## src/hw/rtl/lsp_pkg.sv

```systemverilog
// Package for the LIFO stack with palindrome check.
// Holds sizes, operation and status codes, and the controller/datapath structs.
// No dependencies.
`timescale 1ns / 1ps

package lsp_pkg;

  localparam int DEPTH   = 8;
  localparam int PTR_W   = (DEPTH > 1) ? $clog2(DEPTH) : 1;
  localparam int CNT_W   = $clog2(DEPTH + 1);
  localparam int DATA_W  = 32;
  localparam int FUNC_W  = 2;
  localparam int STAT_W  = 2;
  localparam int DEPTH_W = 4;

  localparam logic [FUNC_W-1:0] FUNC_PUSH = 2'd0;
  localparam logic [FUNC_W-1:0] FUNC_POP  = 2'd1;
  localparam logic [FUNC_W-1:0] FUNC_PAL  = 2'd2;

  localparam logic [STAT_W-1:0] STAT_OK        = 2'd0;
  localparam logic [STAT_W-1:0] STAT_OVERFLOW  = 2'd1;
  localparam logic [STAT_W-1:0] STAT_UNDERFLOW = 2'd2;

  // Commands from the controller to the datapath.
  typedef struct packed {
    logic load;
    logic rd;
    logic step;
    logic finish;
  } lsp_cmd_t;

  // Status from the datapath to the controller.
  typedef struct packed {
    logic [FUNC_W-1:0] func;
    logic              pairs_done;
    logic              out_busy;
  } lsp_sts_t;

endpackage

```

## src/hw/rtl/lsp_if.sv

```systemverilog
// Valid/ready channel interfaces for the stack's input and result transactions.
// Depends on lsp_pkg.
`timescale 1ns / 1ps

interface lsp_in_if
  import lsp_pkg::*;
();
  logic                     valid;
  logic                     ready;
  logic [FUNC_W-1:0]        func;
  logic signed [DATA_W-1:0] push_value;

  modport source (output valid, output func, output push_value, input ready);
  modport sink   (input valid, input func, input push_value, output ready);
endinterface

interface lsp_out_if
  import lsp_pkg::*;
();
  logic                     valid;
  logic                     ready;
  logic signed [DATA_W-1:0] pop_value;
  logic [STAT_W-1:0]        status;
  logic                     is_palindrome;
  logic [DEPTH_W-1:0]       depth;

  modport source (output valid, output pop_value, output status, output is_palindrome,
                  output depth, input ready);
  modport sink   (input valid, input pop_value, input status, input is_palindrome,
                  input depth, output ready);
endinterface

```

## src/hw/rtl/lifo_stack_with_palindrome_check.sv

```systemverilog
// LIFO stack of DEPTH signed 32-bit words with push, pop and a palindrome check;
// one result transaction for each input transaction, carrying the depth afterwards.
// Push, pop and the unused code pass through the idle, read and done states: the result
// is offered from the output register once the item is done, and the next input is taken
// when the block is back in idle. The palindrome check walks floor(depth/2) mirror
// pairs, reading one pair per pass through the read and compare states of the two-port word
// memory and comparing it in the next cycle. One item is in work at a time; a new item
// is accepted while the previous result still waits in the output register, and a
// stalled result holds the next one in its final state. Depends on lsp_pkg, lsp_if,
// lsp_ctrl and lsp_dp.
`timescale 1ns / 1ps

module lifo_stack_with_palindrome_check
  import lsp_pkg::*;
(
  input  logic     clk,
  input  logic     rst_n,
  lsp_in_if.sink   in_chan,
  lsp_out_if.source out_chan
);

  lsp_cmd_t cmd;
  lsp_sts_t sts;

  lsp_ctrl u_ctrl (
    .clk      (clk),
    .rst_n    (rst_n),
    .in_valid (in_chan.valid),
    .in_ready (in_chan.ready),
    .sts      (sts),
    .cmd      (cmd)
  );

  lsp_dp u_dp (
    .clk               (clk),
    .rst_n             (rst_n),
    .cmd               (cmd),
    .sts               (sts),
    .in_func           (in_chan.func),
    .in_push_value     (in_chan.push_value),
    .out_ready         (out_chan.ready),
    .out_valid         (out_chan.valid),
    .out_pop_value     (out_chan.pop_value),
    .out_status        (out_chan.status),
    .out_is_palindrome (out_chan.is_palindrome),
    .out_depth         (out_chan.depth)
  );

endmodule

```

## src/hw/rtl/lsp_ctrl.sv

```systemverilog
// Controller state machine of the stack: sequences load, memory reads,
// mirror compares and the final result. Depends on lsp_pkg.
`timescale 1ns / 1ps

module lsp_ctrl
  import lsp_pkg::*;
(
  input  logic     clk,
  input  logic     rst_n,
  input  logic     in_valid,
  output logic     in_ready,
  input  lsp_sts_t sts,
  output lsp_cmd_t cmd
);

  localparam logic [1:0] S_IDLE = 2'd0;
  localparam logic [1:0] S_READ = 2'd1;
  localparam logic [1:0] S_CMP  = 2'd2;
  localparam logic [1:0] S_DONE = 2'd3;

  logic [1:0] state_r;
  logic [1:0] state_nxt;

  always_comb begin
    state_nxt  = state_r;
    cmd        = '0;
    in_ready   = 1'b0;
    case (state_r)
      S_IDLE: begin
        in_ready = 1'b1;
        if (in_valid) begin
          cmd.load  = 1'b1;
          state_nxt = S_READ;
        end
      end
      S_READ: begin
        cmd.rd = 1'b1;
        if (sts.func == FUNC_PAL && !sts.pairs_done) begin
          state_nxt = S_CMP;
        end else begin
          state_nxt = S_DONE;
        end
      end
      S_CMP: begin
        cmd.step  = 1'b1;
        state_nxt = S_READ;
      end
      S_DONE: begin
        // Hold the finished result until the output register is free.
        if (!sts.out_busy) begin
          cmd.finish = 1'b1;
          state_nxt  = S_IDLE;
        end
      end
      default: begin
        state_nxt = S_IDLE;
      end
    endcase
  end

  always_ff @(posedge clk) begin
    if (!rst_n) begin
      state_r <= S_IDLE;
    end else begin
      state_r <= state_nxt;
    end
  end

endmodule

```

## src/hw/rtl/lsp_dp.sv

```systemverilog
// Datapath of the stack: word memory, element count, mirror-walk indexes,
// compare flag and the output register. Depends on lsp_pkg.
`timescale 1ns / 1ps

module lsp_dp
  import lsp_pkg::*;
(
  input  logic                     clk,
  input  logic                     rst_n,
  input  lsp_cmd_t                 cmd,
  output lsp_sts_t                 sts,
  input  logic [FUNC_W-1:0]        in_func,
  input  logic signed [DATA_W-1:0] in_push_value,
  input  logic                     out_ready,
  output logic                     out_valid,
  output logic signed [DATA_W-1:0] out_pop_value,
  output logic [STAT_W-1:0]        out_status,
  output logic                     out_is_palindrome,
  output logic [DEPTH_W-1:0]       out_depth
);

  logic [DATA_W-1:0] mem [DEPTH];

  logic [CNT_W-1:0]         count_r;
  logic [CNT_W-1:0]         count_nxt;
  logic [FUNC_W-1:0]        func_r;
  logic [DATA_W-1:0]        value_r;
  logic [CNT_W-1:0]         lo_r;
  logic [CNT_W-1:0]         hi_r;
  logic [CNT_W-1:0]         pairs_r;
  logic                     match_r;
  logic [DATA_W-1:0]        rd_a_r;
  logic [DATA_W-1:0]        rd_b_r;
  logic                     out_valid_r;
  logic signed [DATA_W-1:0] pop_value_r;
  logic [STAT_W-1:0]        status_r;
  logic                     pal_r;
  logic [DEPTH_W-1:0]       depth_r;

  logic                     full;
  logic                     empty;
  logic                     wr_en;
  logic [DATA_W-1:0]        pop_value_nxt;
  logic [STAT_W-1:0]        status_nxt;
  logic                     pal_nxt;
  logic [CNT_W+DEPTH_W-1:0] count_ext;

  assign full  = (count_r == CNT_W'(DEPTH));
  assign empty = (count_r == '0);

  always_comb begin
    count_nxt     = count_r;
    pop_value_nxt = '0;
    status_nxt    = STAT_OK;
    pal_nxt       = 1'b0;
    wr_en         = 1'b0;
    case (func_r)
      FUNC_PUSH: begin
        if (full) begin
          status_nxt = STAT_OVERFLOW;
        end else begin
          wr_en     = 1'b1;
          count_nxt = count_r + CNT_W'(1);
        end
      end
      FUNC_POP: begin
        if (empty) begin
          status_nxt = STAT_UNDERFLOW;
        end else begin
          count_nxt     = count_r - CNT_W'(1);
          pop_value_nxt = rd_b_r;
        end
      end
      FUNC_PAL: begin
        pal_nxt = match_r;
      end
      default: begin
        count_nxt = count_r;
      end
    endcase
  end

  assign count_ext = {{DEPTH_W{1'b0}}, count_nxt};

  always_ff @(posedge clk) begin
    if (!rst_n) begin
      count_r     <= '0;
      out_valid_r <= 1'b0;
    end else begin
      if (cmd.finish) begin
        count_r     <= count_nxt;
        out_valid_r <= 1'b1;
      end else if (out_ready) begin
        out_valid_r <= 1'b0;
      end
    end
  end

  // Payload and walk registers carry no reset.
  always_ff @(posedge clk) begin
    if (cmd.load) begin
      func_r  <= in_func;
      value_r <= in_push_value;
      lo_r    <= '0;
      hi_r    <= count_r - CNT_W'(1);
      pairs_r <= count_r >> 1;
      match_r <= 1'b1;
    end
    if (cmd.step) begin
      if (rd_a_r != rd_b_r) begin
        match_r <= 1'b0;
      end
      lo_r    <= lo_r + CNT_W'(1);
      hi_r    <= hi_r - CNT_W'(1);
      pairs_r <= pairs_r - CNT_W'(1);
    end
    if (cmd.finish) begin
      pop_value_r <= pop_value_nxt;
      status_r    <= status_nxt;
      pal_r       <= pal_nxt;
      depth_r     <= count_ext[DEPTH_W-1:0];
    end
  end

  // Two registered read ports: the low and high mirror positions.
  // For a pop the high port addresses the top word.
  always_ff @(posedge clk) begin
    if (cmd.rd) begin
      rd_a_r <= mem[lo_r[PTR_W-1:0]];
      rd_b_r <= mem[hi_r[PTR_W-1:0]];
    end
    if (cmd.finish && wr_en) begin
      mem[count_r[PTR_W-1:0]] <= value_r;
    end
  end

  assign sts.func       = func_r;
  assign sts.pairs_done = (pairs_r == '0);
  assign sts.out_busy   = out_valid_r && !out_ready;

  assign out_valid         = out_valid_r;
  assign out_pop_value     = pop_value_r;
  assign out_status        = status_r;
  assign out_is_palindrome = pal_r;
  assign out_depth         = depth_r;

endmodule

```

## src/flat_wrapper.sv

```systemverilog
// flat-port wrapper written by rule: the top's interface ports become plain ports
module lifo_stack_with_palindrome_check_flat import lsp_pkg::*;
  (clk, rst_n, in_chan_valid, in_chan_func, in_chan_push_value, in_chan_ready, out_chan_valid, out_chan_pop_value, out_chan_status, out_chan_is_palindrome, out_chan_depth, out_chan_ready);
  lsp_in_if in_chan_i ();
  lsp_out_if out_chan_i ();
  input  logic clk;
  input  logic rst_n;
  input wire logic [$bits(in_chan_i.valid)-1:0] in_chan_valid;
  input wire logic [$bits(in_chan_i.func)-1:0] in_chan_func;
  input wire logic [$bits(in_chan_i.push_value)-1:0] in_chan_push_value;
  output wire logic [$bits(in_chan_i.ready)-1:0] in_chan_ready;
  output wire logic [$bits(out_chan_i.valid)-1:0] out_chan_valid;
  output wire logic [$bits(out_chan_i.pop_value)-1:0] out_chan_pop_value;
  output wire logic [$bits(out_chan_i.status)-1:0] out_chan_status;
  output wire logic [$bits(out_chan_i.is_palindrome)-1:0] out_chan_is_palindrome;
  output wire logic [$bits(out_chan_i.depth)-1:0] out_chan_depth;
  input wire logic [$bits(out_chan_i.ready)-1:0] out_chan_ready;
  assign in_chan_i.valid = in_chan_valid;
  assign in_chan_i.func = in_chan_func;
  assign in_chan_i.push_value = in_chan_push_value;
  assign in_chan_ready = in_chan_i.ready;
  assign out_chan_valid = out_chan_i.valid;
  assign out_chan_pop_value = out_chan_i.pop_value;
  assign out_chan_status = out_chan_i.status;
  assign out_chan_is_palindrome = out_chan_i.is_palindrome;
  assign out_chan_depth = out_chan_i.depth;
  assign out_chan_i.ready = out_chan_ready;
  lifo_stack_with_palindrome_check u_core (.clk(clk), .rst_n(rst_n), .in_chan(in_chan_i), .out_chan(out_chan_i));
endmodule
```

## config.mk

```make
export PLATFORM = sky130hd
export DESIGN_NAME = lifo_stack_with_palindrome_check_flat
export DESIGN_NICKNAME = d
export VERILOG_FILES = /design/src/hw/rtl/lsp_pkg.sv /design/src/hw/rtl/lsp_if.sv /design/src/hw/rtl/lifo_stack_with_palindrome_check.sv /design/src/hw/rtl/lsp_ctrl.sv /design/src/hw/rtl/lsp_dp.sv /design/src/flat_wrapper.sv
export SDC_FILE = /design/constraint.sdc
export NUM_CORES = 1
export LEC_CHECK = 0
export ABC_AREA = 1
export ABC_CLOCK_PERIOD_IN_PS = 5000
export BUFFER_PORTS_ARGS = -buffer_cell sky130_fd_sc_hd__buf_2
export CAP_MARGIN = 20
export CORE_MARGIN = 3
export CORE_UTILIZATION = 35
export DETAILED_ROUTE_END_ITERATION = 6
export GPL_TIMING_DRIVEN = 0
export PLACE_DENSITY_LB_ADDON = 0.08
export SETUP_SLACK_MARGIN = 0.2
export SLEW_MARGIN = 10
export SYNTH_ARGS = -nofsm -noshare
export SYNTH_HDL_FRONTEND = slang
export SYNTH_SLANG_ARGS = --single-unit
```

## constraint.sdc

```tcl
create_clock -name clk -period 5 [get_ports clk]
set_input_delay 0.25 -clock clk [delete_from_list [all_inputs] [get_ports clk]]
set_output_delay 0.25 -clock clk [all_outputs]
set_load 0.05 [all_outputs]
```

==> results.sh, run 1 <==
export IMPL_area_growth_pct=20.4
export IMPL_cts_tree="yes"
export IMPL_ant_nets=0
export IMPL_skew_ns=0.0219
export IMPL_tightestPinTransition_ns=0.962
export IMPL_p_total_mw=8.51
export IMPL_yosysWarnings=0
export IMPL_grt_pass1_vias=13000
export IMPL_utilization=0.431
export IMPL_dp_hpwl_mm=40.3
export IMPL_routabilityCongestion=0.885
export IMPL_maxCapViolCount=0
export IMPL_viasPerCell=5.29
export IMPL_dr_total_vias=13200
export IMPL_cp_max_fo=20
export IMPL_synth_avg_cell_area_um2=11.4
export IMPL_grt_pass1_wl_mm=86.0
export IMPL_fin_crit_sh=0.603
export IMPL_rows=82
export IMPL_cts_made_buffers=48
export IMPL_ys_seq_elements=411
export IMPL_htree_levels=2
export IMPL_coreArea_um2=50600
export IMPL_drt_iter0_drc=1281
export IMPL_relSlewSlack=0.359
export IMPL_drc_errors=0
export IMPL_overflow=0
export IMPL_start_util=0.358
export IMPL_ios=79
export IMPL_dr_pass1_iters=6
export IMPL_antenna_found_initial=0
export IMPL_wl_per_cell_um=23.6
export IMPL_hold_path_class="primary input to flip-flop"
export IMPL_power_density_nw_per_um2=390
export IMPL_synth_distinct_cells=35
export IMPL_syn_area_um2=18100
export IMPL_finalWorstPathRequiredPeriod_ns=3.01
export IMPL_startpoint_type="flip-flop"
export IMPL_rsz0062_at_grt="false"
export IMPL_clock_sinks=411
export IMPL_critical_path_arrival_ns=3.29
export IMPL_finalSetupViolations=0
export IMPL_hold_violations=0
export IMPL_worstSkewPairLatency_ns=0.59
export IMPL_required_ns=5.28
export IMPL_nNetsFinal=1825
export IMPL_timing_setup_tns_ns=0
export IMPL_route_final_wire_length_mm=58.9
export IMPL_die_h_um=233
export IMPL_final_layout_size_suffix_gt1_frac=0.150
export IMPL_syn_nets=1635
export IMPL_cts_resized=0
export IMPL_max_freq_ghz=0.332
export IMPL_io_buffers=78
export IMPL_die_area_um2=54500
export IMPL_grt_max_degree=29
export IMPL_cp_end_kind="flip-flop"
export IMPL_path_class="flip-flop to flip-flop"
export IMPL_clock_root_buffer="clkbuf_16"
export IMPL_run_status="complete, no violations"
export IMPL_max_clock_path_buffers=3
export IMPL_grtUsageTotal=0.218
export IMPL_peakVddDrop_mv=0.217
export IMPL_p_leak_nw=7.89
export IMPL_synth_yosys_seq_area_share=0.678
export IMPL_postSynthCellCount=1592
export IMPL_clk_pin_slew_ns=0.06
export IMPL_finalMaxSlewViolations=0
export IMPL_die_w_um=233
-- sequential cells by signal, indices dropped and copies added, names as in the netlist --
register                       flops
u_core.u_dp.match_r                1
u_core.u_dp.func_r                 2
u_core.u_dp.hi_r                   3
u_core.u_dp.pairs_r                4
u_core.u_dp.lo_r                   3
u_core.u_dp.out_is_palindrome      1
u_core.u_dp.out_pop_value         32
u_core.u_dp.out_valid              1
u_core.u_dp.rd_b_r                32
u_core.u_dp.out_depth              4
u_core.u_ctrl.state_r              2
u_core.u_dp.mem                  256
u_core.u_dp.count_r                4
u_core.u_dp.rd_a_r                32
u_core.u_dp.value_r               32
u_core.u_dp.out_status             2
-- final cells by class --
class,instances,area [µm²]
plain buffers,101,561
clock buffers,55,1250
clock inverters,32,353
multi-input cells,914,4720
fillers,4745,28800
flip-flops and latches,411,12300
inverters,166,626
diodes,1,2.50
well taps,672,841
repair buffers,140,1180
-- placed cells by master (no fill, tap or decap), types with 3 or more instances in the layout --
| master | count |
|---|---|
| buf_4 | 14 |
| nor2_1 | 151 |
| clkinv_2 | 14 |
| edfxtp_1 | 403 |
| inv_2 | 6 |
| nor2_4 | 8 |
| buf_8 | 4 |
| nand2_2 | 3 |
| dfxtp_1 | 8 |
| bufinv_16 | 8 |
| buf_12 | 7 |
| o21ai_0 | 194 |
| clkinv_1 | 9 |
| a31oi_1 | 64 |
| nor3_4 | 3 |
| clkbuf_16 | 49 |
| dlygate4sd3_1 | 36 |
| xnor2_1 | 27 |
| buf_6 | 14 |
| o21ai_1 | 74 |
| buf_2 | 118 |
| nand3_1 | 8 |
| inv_1 | 159 |
| o211ai_1 | 65 |
| ha_1 | 5 |
| a21oi_1 | 131 |
| buf_16 | 6 |
| clkbuf_2 | 5 |
| nand2_1 | 161 |
| clkbuf_1 | 41 |
| a21oi_2 | 7 |
-- kinds of logic (layout without fill, tap and decap cells) --
group,count (synthesis),in the layout,synth area share
compound gates,536,536,0.163
mux,1,1,0.000553
simple gates,343,343,0.0756
flops,411,411,0.678
other cells,0,1,0
buf+inv,267,494,0.0655
fa+ha+maj,5,5,0.00346
xor+xnor,29,29,0.0140
-- cells in the mapped netlist, drive strengths merged --
library cell | n | area (µm²)
a211oi | 1 | 7.51
a21oi | 138 | 717
a31oi | 64 | 400
and3 | 1 | 6.26
buf | 61 | 404
clkbuf | 40 | 156
dfxtp | 8 | 160
edfxtp | 403 | 12100
ha | 5 | 62.6
inv | 166 | 626
mux2i | 1 | 10.0
nand2 | 164 | 623
nand3 | 9 | 50.1
nand4 | 1 | 6.26
nor2 | 160 | 626
nor3 | 7 | 50.1
nor3b | 1 | 7.51
o211ai | 65 | 488
o21ai | 268 | 1340
xnor2 | 27 | 236
xor2 | 2 | 17.5
-- power breakdown --
part           switching, mW  leakage [nW]  internal [mW]
clock                   1.42         0.797           2.19
combinational          0.614          3.35          0.270
sequential            0.0803          3.74           3.92
-- critical path: stages, from the launching register on --
cell and delay (ns):
dfxtp_1 0.52, nand2_2 0.14, nor2_4 0.63, inv_2 0.18, nor2_4 0.15, nand2_2 0.12, nor3_4 0.67, buf_8 0.27
-- per-layer routing --
metal | track usage | vias to the layer above | share of wire
met5 | 0 | - | 0
met2 | 0.342 | 579 | 0.45
met3 | 0.0370 | 144 | 0.076
met1 | 0.303 | 6389 | 0.44
li1 | - | 6073 | -
met4 | 0.0844 | 0 | 0.035
-- path summary, 6_finish.rpt --
check                                        startpoint                                    end  slack, ns  depth (start not counted)
setup / recovery  u_core.u_ctrl.state_r[1]$_SDFFE_PN0P_       u_core.u_dp.mem[3][25]$_DFFE_PP_       1.99                          7
hold / removal                            in_chan_valid  u_core.u_ctrl.state_r[0]$_SDFFE_PN0P_       0.11                          5
setup reg to reg  u_core.u_ctrl.state_r[1]$_SDFFE_PN0P_       u_core.u_dp.mem[3][25]$_DFFE_PP_       1.99                          7
hold reg to reg             u_core.u_dp.match_r$_DFF_P_            u_core.u_dp.match_r$_DFF_P_       0.49                          2
-- metrics by stage --
step                      setup slack, ns  cells  hold WS (ns)  instance area [µm²]
final                                1.99   2492         0.106                21800
after detailed placement             1.91   2367         0.428                19800
after global placement              -2.48   2342         0.427                19300
after CTS                            1.89   2490        0.0608                21800
after floorplan                     0.818   1592         0.349                18100
after global routing                 1.77   2491         0.150                21800
-- timing repair --
item,CTS,global route
hold endpoints to repair,39,0
buffers inserted,0,0
hold buffers,36,0
(Power assumes the default switching activity.)
==> inputs of run 2 (changes only) <==
--- a/config.mk
+++ b/config.mk
@@ -5,8 +5,8 @@
 export SDC_FILE = /design/constraint.sdc
 export NUM_CORES = 1
 export LEC_CHECK = 0
-export ABC_AREA = 1
-export ABC_CLOCK_PERIOD_IN_PS = 5000
+export ABC_AREA = 0
+export ABC_CLOCK_PERIOD_IN_PS = 3100
 export BUFFER_PORTS_ARGS = -buffer_cell sky130_fd_sc_hd__buf_2
 export CAP_MARGIN = 20
 export CORE_MARGIN = 3
==> constraint.sdc (replaced) <==
create_clock -name clk -period 3.1 [get_ports clk]
set_input_delay 0.155 -clock clk [delete_from_list [all_inputs] [get_ports clk]]
set_output_delay 0.155 -clock clk [all_outputs]
set_load 0.05 [all_outputs]
==> run 2 against run 1 <==
Sequential power grew 61%. Synthesized cell count shrank 48%. Combinational power grew 17%. First-iteration DRC count shrank 53%. Largest power group unchanged.
==> results.sh, run 2 <==
export IMPL_io_buffers=78
export IMPL_ios=79
export IMPL_placed_area_um2=19000
export IMPL_synthTopCellsByCount="edfxtp_1 (403), mux4_2 (128), mux2_2 (64), and2_1 (32), xor2_1 (32)"
export IMPL_relSlewSlack=0.285
export IMPL_max_freq_ghz=0.362
export IMPL_antenna_found_initial=0
export IMPL_ys_seq_elements=411
export IMPL_synth_yosys_seq_area_share=0.710
export IMPL_required_ns=3.41
export IMPL_tightestPinTransition_ns=1.07
export IMPL_worstSkewPairLatency_ns=0.57
export IMPL_clock_root_buffer="clkbuf_16"
export IMPL_final_layout_size_suffix_gt1_frac=0.385
export IMPL_pwr_share_seq=0.496
export IMPL_rows=80
export IMPL_rsz0062_at_grt="false"
export IMPL_coreArea_um2=48200
export IMPL_die_w_um=228
export IMPL_synth_area_leaders="edfxtp_1 (70%), mux4_2 (17%), mux2_2 (4.2%)"
export IMPL_postSynthCellCount=832
export IMPL_clk_pin_slew_ns=0.06
export IMPL_ant_nets=0
export IMPL_run_status="complete, no violations"
export IMPL_drc_errors=0
export IMPL_finalSetupViolations=0
export IMPL_synth_edff_count=403
export IMPL_grt_pass1_vias=9265
export IMPL_route_final_wire_length_mm=43.9
export IMPL_pwr_share_clk=0.424
export IMPL_grt_max_degree=33
export IMPL_overflow=0
export IMPL_wl_per_cell_um=25.4
export IMPL_p_switching_mw=2.91
export IMPL_clock_sinks=411
export IMPL_startpoint_type="flip-flop"
export IMPL_synthArstFlopShare=0
export IMPL_internal_power_mw=10.1
export IMPL_die_area_um2=52000
export IMPL_synthFlopType="edfxtp_1"
export IMPL_power_density_nw_per_um2=615
export IMPL_maxCapViolCount=0
export IMPL_finalWorstPathRequiredPeriod_ns=2.76
export IMPL_critical_path_arrival_ns=3.07
export IMPL_yosysWarnings=0
export IMPL_dp_hpwl_mm=27.7
export IMPL_routabilityCongestion=0.710
export IMPL_dr_pass1_iters=5
export IMPL_viasPerCell=5.04
export IMPL_combPwrFrac=0.080
export IMPL_cp_max_fo=10
export IMPL_synth_top_area_share=0.701
export IMPL_max_clock_path_buffers=3
export IMPL_peakVddDrop_mv=0.280
export IMPL_synth_avg_cell_area_um2=20.7
export IMPL_p_leak_nw=6.88
export IMPL_cts_made_buffers=47
export IMPL_start_util=0.358
export IMPL_htree_levels=2
export IMPL_fin_crit_sh=0.892
export IMPL_n_antenna_cell=0
export IMPL_hold_path_class="primary input to flip-flop"
export IMPL_grtUsageTotal=0.172
export IMPL_utilization=0.437
export IMPL_syn_nets=875
export IMPL_hold_violations=0
export IMPL_most_common_layout_cells="edfxtp_1 (403), mux4_2 (128), buf_2 (93), mux2_2 (64), clkbuf_16 (49)"
export IMPL_area_growth_pct=22.2
export IMPL_nNetsFinal=1076
export IMPL_cts_tree="yes"
export IMPL_synth_largest_area_cell="edfxtp_1"
export IMPL_final_common_cell="edfxtp_1"
export IMPL_dr_total_vias=8697
export IMPL_drt_iter0_drc=608
export IMPL_finalMaxSlewViolations=0
export IMPL_syn_area_um2=17300
export IMPL_skew_ns=0.0143
export IMPL_design_area_um2=21100
export IMPL_grt_pass1_wl_mm=64.2
export IMPL_largest_register_ffs=256
export IMPL_path_class="flip-flop to flip-flop"
export IMPL_yosysMostFrequentCell="edfxtp_1"
export IMPL_synth_distinct_cells=42
export IMPL_cp_end_kind="flip-flop"
export IMPL_die_h_um=228
export IMPL_p_total_mw=13.0
export IMPL_netSwitchingFraction=0.224
==> run 2: changes by cell type after synthesis, moves of 21 or more <==
cell,before,now
o21ai_0,194,9
buf_2,40,15
xnor2_1,27,6
nand2_1,161,14
and2_1,0,32
o211ai_1,65,0
mux2_2,0,64
inv_1,159,9
xor2_1,2,32
o21ai_1,74,0
a21oi_1,131,4
mux4_2,0,128
nor2_1,156,19
a31oi_1,64,2
==> run 2: cell type report <==
cell class              instances  area, µm²
plain buffers                  48        219
fillers                      4232      27200
repair buffers                152       1390
well taps                     656        821
flip-flops and latches        411      12300
clock buffers                  58       1260
clock inverters                28        270
inverters                       9       37.5
multi-input cells             364       4830
==> run 2: path summary, 6_finish.rpt <==
path	from	to	slack, ns	depth (start not counted)
setup / recovery	u_core.u_dp.hi_r[1]$_DFFE_PP_	u_core.u_dp.rd_b_r[25]$_DFFE_PN_	0.34	4
hold / removal	in_chan_push_value[18]	u_core.u_dp.value_r[18]$_DFFE_PP_	0.29	2
hold reg to reg	u_core.u_dp.match_r$_DFF_P_	u_core.u_dp.match_r$_DFF_P_	0.50	1
setup reg to reg	u_core.u_dp.hi_r[1]$_DFFE_PP_	u_core.u_dp.rd_b_r[25]$_DFFE_PN_	0.34	4
==> run 2: cells by family after synthesis <==
logic type,after synthesis,share of synthesized area
AO/OA/AOI/OAI,24,0.00906
buffers and inverters,57,0.0146
flip-flops,411,0.710
multiplexers,194,0.210
XOR/XNOR,38,0.0193
AND/OR/NAND/NOR,103,0.0333
adder cells (fa/ha/maj),5,0.00362
==> run 2: worst max-delay path, cell delays in order (launching register included) <==
cell,delay (ns)
edfxtp_1,0.38
clkbuf_1,0.56
clkbuf_1,0.86
mux4_2,0.41
mux2_2,0.29
==> run 2: routing by layer <==
metal | global-route usage | vias to the layer above | wire length (µm)
met4 | 0.0458 | 0 | 884
li1 | - | 3847 | -
met1 | 0.242 | 4548 | 20000
met2 | 0.272 | 239 | 20600
met5 | 0 | - | 0
met3 | 0.0367 | 63 | 2430
==> run 2: metrics by stage <==
step                instances  hold slack [ns]  setup TNS, ns  setup slack [ns]
floorplan                 832            0.254              0            0.0901
global placement         1566            0.332        -448.68             -1.77
detailed placement       1586            0.333         -14.53            -0.257
CTS                      1724            0.242              0             0.102
global route             1726            0.274              0             0.234
finish                   1726            0.289              0             0.336
==> run 2: what timing repair did <==
action,in CTS,in global routing
setup endpoints to repair,238,165
buffers inserted,14,2
pin swaps,8,1
gates resized for setup,1,1
hold buffers,38,0
hold endpoints to repair,41,0
==> run 2: power by group through the flow <==
stage	Sequential [mW]	Combinational, mW	Clock, mW
2_1_floorplan	6.57	0.592	0
3_3_place_gp	6.56	0.983	0
3_5_place_dp	6.56	1.02	0
4_1_cts	6.44	1.06	5.69
5_1_grt	6.46	1.12	5.91
6_report	6.44	1.03	5.51
